--- src/design/apq_pkg.sv ---
// Package with shared types, codes and defaults of the array priority queue.
package apq_pkg;

  localparam int DEPTH_DEF     = 8;
  localparam int PRIO_BITS_DEF = 4;

  localparam logic REQ_INSERT = 1'b0;
  localparam logic REQ_REMOVE = 1'b1;

  localparam logic [1:0] STATUS_DONE  = 2'd0;
  localparam logic [1:0] STATUS_FULL  = 2'd1;
  localparam logic [1:0] STATUS_EMPTY = 2'd2;

  typedef struct packed {
    logic       req_type;
    logic [3:0] priority_req;
  } in_word_t;

  typedef struct packed {
    logic [1:0] status;
    logic [3:0] removed_value;
    logic [3:0] occupancy;
  } out_word_t;

  // Commands broadcast from the sequencer to every cell.
  typedef struct packed {
    logic load;
    logic shift;
  } cell_ctrl_t;

  typedef enum logic {
    ST_IDLE,
    ST_SCAN
  } state_t;

endpackage

--- src/design/apq_cell.sv ---
// One queue cell: holds an entry and forwards the running maximum to its neighbor.
module apq_cell #(
  parameter int DEPTH = 8,
  parameter int PW    = 4,
  parameter int IDX   = 0,
  localparam int CW   = $clog2(DEPTH + 1),
  localparam int IW   = $clog2(DEPTH)
) (
  input  logic                clk,
  input  apq_pkg::cell_ctrl_t ctrl,
  input  logic [CW-1:0]       count,
  input  logic [IW-1:0]       where,
  input  logic [PW-1:0]       load_value,
  input  logic [PW-1:0]       next_value,
  input  logic [PW-1:0]       best_in,
  input  logic [IW-1:0]       where_in,
  output logic [PW-1:0]       entry,
  output logic [PW-1:0]       best_out,
  output logic [IW-1:0]       where_out
);
  import apq_pkg::*;

  localparam logic [CW-1:0] IDX_C = CW'(IDX);
  localparam logic [IW-1:0] IDX_W = IW'(IDX);

  logic [PW-1:0] entry_r;
  logic [PW-1:0] entry_nxt;
  logic [PW-1:0] best_r;
  logic [PW-1:0] best_nxt;
  logic [IW-1:0] where_r;
  logic [IW-1:0] where_nxt;
  logic          occupied;
  logic          take;

  assign occupied = IDX_C < count;
  // The first cell always wins when occupied; later cells win only on a strictly greater
  // value, which keeps the oldest of equal maxima.
  assign take = occupied && ((IDX == 0) || (entry_r > best_in));

  always_comb begin
    entry_nxt = entry_r;
    if (ctrl.load && (IDX_C == count)) begin
      entry_nxt = load_value;
    end else if (ctrl.shift && (IDX_W >= where) && ((IDX_C + CW'(1)) < count)) begin
      entry_nxt = next_value;
    end
    best_nxt  = take ? entry_r : best_in;
    where_nxt = take ? IDX_W : where_in;
  end

  always_ff @(posedge clk) begin
    entry_r <= entry_nxt;
    best_r  <= best_nxt;
    where_r <= where_nxt;
  end

  assign entry     = entry_r;
  assign best_out  = best_r;
  assign where_out = where_r;

endmodule

--- src/design/array_priority_queue_extract_max_top.sv ---
// Top level of the array priority queue with extract-max, built as a chain of cells.
//
// Usage: a request word is taken on in_data at a rising edge where start is high and
// busy is low. Field req_type selects insert or remove; priority_req is the value
// that an insert appends at the tail of the queue.
// Every request gives exactly one result word on out_data, shown for one cycle with
// out_valid high. The receiver cannot stall; a result is simply taken that cycle.
// Throughput: an insert, or a remove from an empty queue, gives its result in the cycle
// after acceptance and busy stays low, so such requests can follow every cycle. A
// successful remove keeps busy high while the running maximum travels through the
// DEPTH registered cells, one cell per cycle; its result appears as busy goes low, and
// the next request can be taken in that same cycle. The length of the cell chain sets
// how long busy stays high.
// The queue entries close the gap of a removed entry by a parallel shift.
// Reset clears the fill count, the sequencer and the result strobe; the entry storage
// is not cleared, since only entries below the fill count are ever looked at.
module array_priority_queue_extract_max_top #(
  parameter int DEPTH         = apq_pkg::DEPTH_DEF,
  parameter int PRIORITY_BITS = apq_pkg::PRIO_BITS_DEF
) (
  input  logic               clk,
  input  logic               rst_n,
  input  logic               start,
  output logic               busy,
  input  apq_pkg::in_word_t  in_data,
  output logic               out_valid,
  output apq_pkg::out_word_t out_data
);
  import apq_pkg::*;

  localparam int CW = $clog2(DEPTH + 1);
  localparam int IW = $clog2(DEPTH);
  localparam int PW = PRIORITY_BITS;
  localparam logic [CW-1:0] FULL_CNT = CW'(DEPTH);
  localparam logic [IW-1:0] LAST_IDX = IW'(DEPTH - 1);

  state_t        state_r;
  state_t        state_nxt;
  logic [CW-1:0] count_r;
  logic [CW-1:0] count_nxt;
  logic [IW-1:0] scan_cnt_r;
  logic [IW-1:0] scan_cnt_nxt;
  logic          out_valid_r;
  logic          out_valid_nxt;
  out_word_t     out_data_r;
  out_word_t     out_data_nxt;
  cell_ctrl_t    ctrl;
  logic          accept;
  logic [PW-1:0] load_value;

  // Chain wiring: element i feeds cell i, element DEPTH is the tail of the chain.
  logic [PW-1:0] entry_w [DEPTH];
  logic [PW-1:0] best_w  [DEPTH+1];
  logic [IW-1:0] where_w [DEPTH+1];

  assign best_w[0]  = '0;
  assign where_w[0] = '0;
  assign load_value = PW'(in_data.priority_req);
  assign accept     = start && (state_r == ST_IDLE);

  for (genvar i = 0; i < DEPTH; i++) begin : g_cell
    logic [PW-1:0] next_value;
    if (i == DEPTH - 1) begin : g_tail
      assign next_value = entry_w[i];
    end else begin : g_mid
      assign next_value = entry_w[i+1];
    end
    apq_cell #(
      .DEPTH (DEPTH),
      .PW    (PW),
      .IDX   (i)
    ) u_cell (
      .clk        (clk),
      .ctrl       (ctrl),
      .count      (count_r),
      .where      (where_w[DEPTH]),
      .load_value (load_value),
      .next_value (next_value),
      .best_in    (best_w[i]),
      .where_in   (where_w[i]),
      .entry      (entry_w[i]),
      .best_out   (best_w[i+1]),
      .where_out  (where_w[i+1])
    );
  end

  // Sequencer: inserts and empty removes finish at once; a remove waits for the
  // running maximum to leave the last cell, then shifts the gap closed.
  always_comb begin
    state_nxt     = state_r;
    count_nxt     = count_r;
    scan_cnt_nxt  = scan_cnt_r;
    out_valid_nxt = 1'b0;
    out_data_nxt  = out_data_r;
    ctrl          = '0;
    unique case (state_r)
      ST_IDLE: begin
        if (accept) begin
          out_data_nxt.removed_value = '0;
          if (in_data.req_type == REQ_INSERT) begin
            out_valid_nxt = 1'b1;
            if (count_r >= FULL_CNT) begin
              out_data_nxt.status = STATUS_FULL;
            end else begin
              ctrl.load           = 1'b1;
              count_nxt           = count_r + CW'(1);
              out_data_nxt.status = STATUS_DONE;
            end
            out_data_nxt.occupancy = 4'(count_nxt);
          end else if (count_r == '0) begin
            out_valid_nxt          = 1'b1;
            out_data_nxt.status    = STATUS_EMPTY;
            out_data_nxt.occupancy = 4'(count_r);
          end else begin
            state_nxt    = ST_SCAN;
            scan_cnt_nxt = '0;
          end
        end
      end
      ST_SCAN: begin
        if (scan_cnt_r == LAST_IDX) begin
          ctrl.shift                 = 1'b1;
          count_nxt                  = count_r - CW'(1);
          out_valid_nxt              = 1'b1;
          out_data_nxt.status        = STATUS_DONE;
          out_data_nxt.removed_value = 4'(best_w[DEPTH]);
          out_data_nxt.occupancy     = 4'(count_nxt);
          state_nxt                  = ST_IDLE;
        end else begin
          scan_cnt_nxt = scan_cnt_r + IW'(1);
        end
      end
      default: state_nxt = ST_IDLE;
    endcase
  end

  always_ff @(posedge clk) begin
    if (!rst_n) begin
      state_r     <= ST_IDLE;
      count_r     <= '0;
      scan_cnt_r  <= '0;
      out_valid_r <= 1'b0;
    end else begin
      state_r     <= state_nxt;
      count_r     <= count_nxt;
      scan_cnt_r  <= scan_cnt_nxt;
      out_valid_r <= out_valid_nxt;
    end
  end

  always_ff @(posedge clk) begin
    out_data_r <= out_data_nxt;
  end

  assign busy      = (state_r != ST_IDLE);
  assign out_valid = out_valid_r;
  assign out_data  = out_data_r;

`ifndef SYNTHESIS
  a_count_bound: assert property (@(posedge clk) disable iff (!rst_n)
    count_r <= FULL_CNT)
    else $error("fill count above depth");

  a_insert_grows: assert property (@(posedge clk) disable iff (!rst_n)
    (accept && (in_data.req_type == REQ_INSERT) && (count_r < FULL_CNT))
    |=> (count_r == $past(count_r) + CW'(1)) && out_valid)
    else $error("insert did not grow the queue");

  a_remove_done: assert property (@(posedge clk) disable iff (!rst_n)
    ((state_r == ST_SCAN) && (scan_cnt_r == LAST_IDX))
    |=> out_valid && !busy && (count_r == $past(count_r) - CW'(1)))
    else $error("remove did not finish as expected");

  a_no_result_in_scan: assert property (@(posedge clk) disable iff (!rst_n)
    out_valid |-> !busy)
    else $error("result strobe while scanning");
`endif

endmodule

--- config.mk ---
export PLATFORM = sky130hd
export DESIGN_NAME = array_priority_queue_extract_max_top
export DESIGN_NICKNAME = d
export VERILOG_FILES = /design/src/design/apq_pkg.sv /design/src/design/apq_cell.sv /design/src/design/array_priority_queue_extract_max_top.sv
export SDC_FILE = /design/constraint.sdc
export NUM_CORES = 1
export LEC_CHECK = 0
export BUFFER_PORTS_ARGS = -buffer_cell sky130_fd_sc_hd__buf_2
export CAP_MARGIN = 20
export CORE_ASPECT_RATIO = 1.25
export CORE_MARGIN = 1
export CORE_UTILIZATION = 56
export DETAILED_ROUTE_END_ITERATION = 6
export PLACE_DENSITY = 0.85
export SKIP_LAST_GASP = 1
export SYNTH_ARGS = -nofsm -noshare
export SYNTH_HDL_FRONTEND = slang
export SYNTH_HIERARCHICAL = 1
export SYNTH_SLANG_ARGS = --single-unit
--- constraint.sdc ---
create_clock -name clk -period 2.6 [get_ports clk]
set_input_delay 0 -clock clk [delete_from_list [all_inputs] [get_ports clk]]
set_output_delay 0 -clock clk [all_outputs]
set_load 0.02 [all_outputs]
==> flow_summary.yaml <==
routing:
  antenna_left: 0
  drc_errors: 0
  vias: 3238
  drt_iter0_drc: 159
  wl_per_cell_microns: 16.5
  wirelength_microns: 9610
  viasPerCell: 5.56
  dr.pass1.iters: 4
placed_design:
  hpwl_microns: 6950
  dpl_worst_slack_ns: 0.307
  placedCellCount: 564
  port_buffers: 19
  place_congestion: 0.734
floorplan:
  ios: 20
  core_region_area_sq_um: 8800
  die_area_sq_um: 9590
  chipWidth_microns: 87.8
  num_rows: 38
  fp.dieH_microns: 109
  start_util_pct: 58.6
final_layout:
  fin_cells: 582
  drive_gt1_share_pct: 34.0
  final_util_pct: 64.8
  nNetsFinal: 498
  antenna-diode-count: 0
  area_delta_synth_final_pct: 10.6
cts:
  cts-htree-levels: 3
  cts.sinks: 107
  cts_resized: 0
  root_buffer: "clkbuf_8"
  cts_tree: "built"
  clkLatencyLatePin_ns: 0.38
  clk_path_buf_depth: 2
  cts_buffers: 9
  cts_setup_buffers: 0
  path_clk_slew_ns: 0.11
sta:
  setup_slack_ns: 0.279
  fmax_mhz: 431
  setup_tns_ns: 0
  grt_setup_unrepaired: "no"
  relSlewSlack_pct: 44.3
  fin_worst_skew_ns: 0.0160
  slew_viol_final: 0
  finalSetupViolCount: 0
  period_needed_ns: 2.32
  post-route-period-util_pct: 89.3
  finalHoldViolCount: 0
  tightest_slew_ns: 0.834
critical_path:
  path_max_fanout: 9
  cp.arrival_ns: 2.34
  r2r_setup_slack_ns: 0.28
  worstSetupEndpointType: "flop"
  worstPathRequired_ns: 2.62
  startpoint_type: "flop"
  crit_type: "reg -> reg"
global_route:
  grt_max_degree: 29
  antenna_found_initial: 0
  overflow: 0
  track_usage_pct: 22.8
  grt_pass1_wl_microns: 16100
  first_global_vias: 3374
synth:
  syn_area_sq_um: 5150
  synth_edf_count: 42
  ys_types: 58
  async_reset_ff_share_pct: 0
  synth_ff_type: "dfxtp_1"
  synth_common_cells: "dfxtp_1 (65), mux2_2 (50), edfxtp_1 (42)"
  synth.area.top_cells: "dfxtp_1 (25%), edfxtp_1 (24%), mux2_2 (11%), ha_1 (8.0%), inv_1 (2.7%)"
  synth_seq_cells: 107
  netlist_instances: 415
  synth_top_area_share_pct: 25.3
  synth_top_area_cell: "dfxtp_1"
  yosys_warnings: 6
  yosysMostFrequentCell: "dfxtp_1"
  postSynthAreaPerCell_sq_um: 12.4
  ys_seq_area_share_pct: 49.7
pwr:
  ir_drop_uv: 445
  total_power_mw: 3.52
  leakagePower_nw: 2.35
  power.density_nw_per_um2: 619
status:
  status: "completed"
job:
  maxCapViolCount: 0
worst_hold_path:
  min_path_type: "in -> reg"
-- power by group --
| part | switching [mW] | leakage, nW | total, mW | internal [mW] |
|---|---|---|---|---|
| registers | 0.0844 | 0.920 | 1.98 | 1.89 |
| clock network | 0.585 | 0.113 | 1.07 | 0.483 |
| logic | 0.243 | 1.32 | 0.479 | 0.236 |
| total | 0.912 | 2.35 | 3.52 | 2.61 |
-- cell families after synthesis --
| family | after synthesis | synth area share [%] |
|---|---|---|
| AND/OR/NAND/NOR | 102 | 13.0 |
| AO/OA/AOI/OAI | 59 | 9.98 |
| other | 1 | 0.0728 |
| buffers and inverters | 43 | 3.40 |
| XOR/XNOR | 2 | 0.340 |
| multiplexers | 68 | 15.4 |
| adder cells (fa/ha/maj) | 33 | 8.02 |
| flip-flops | 107 | 49.7 |
-- worst paths after layout --
path	from	to	cells past startpoint
setup / recovery	count_r[3]	g_cell[7].u_cell/entry[0]	5
hold / removal	in_data[3]	g_cell[1].u_cell/entry[3]	2
setup reg to reg	count_r[3]	g_cell[7].u_cell/entry[0]	5
hold reg to reg	g_cell[4].u_cell/where_out[2]	g_cell[5].u_cell/where_out[2]	1
-- worst max-delay path, cell delays in order, from the launching register on --
cell,delay (ns)
dfxtp_1,0.32
or4b_1,0.56
inv_1,0.28
and4b_1,0.29
a21oi_1,0.05
o21ai_0,0.47
-- repair_timing --
action,CTS,global route
hold endpoints to repair,8,0
setup endpoints to repair,0,0
hold buffers,2,0
-- per-layer routing --
layer  track usage [%]  share of wire, %
met5                 0                 0
met2              37.8                51
met4              14.3               4.3
met3              4.69               2.8
met1              26.6                42
-- sequential cells by signal, summed over array words and instances (netlist names) --
signal / count
g_cell.u_cell/best_out: 32
g_cell.u_cell/entry: 32
g_cell.u_cell/where_out: 24
out_data: 10
count_r: 4
scan_cnt_r: 3
busy: 1
out_valid: 1
-- final cells by class --
class	instances	area [sq um]
Fill cell	633	3100
Tap cell	120	150
Timing Repair Buffer	31	190
Clock buffer	11	174
Multi-Input combinational cell	271	2440
Clock inverter	5	43.8
Inverter	37	139
Sequential cell	107	2560
-- stage by stage --
stage	area, sq um	hold WS [ns]
2_1_floorplan	5170	0.191
3_3_place_gp	5460	0.327
3_5_place_dp	5460	0.321
4_1_cts	5700	0.0717
5_1_grt	5700	0.0607
6_report	5700	0.0873
-- cell usage in the layout, fill, tap and decap left out, types with 10 or more instances in the layout --
master,synthesis,layout
nor2b_1,13,13
buf_2,2,19
edfxtp_1,42,42
ha_1,33,33
nor2_1,10,10
buf_4,3,10
nand2_1,12,12
a21oi_1,12,12
inv_1,37,37
mux2_2,50,50
dfxtp_1,65,65
or2_2,13,13
Power figures use the tool's default switching activity.
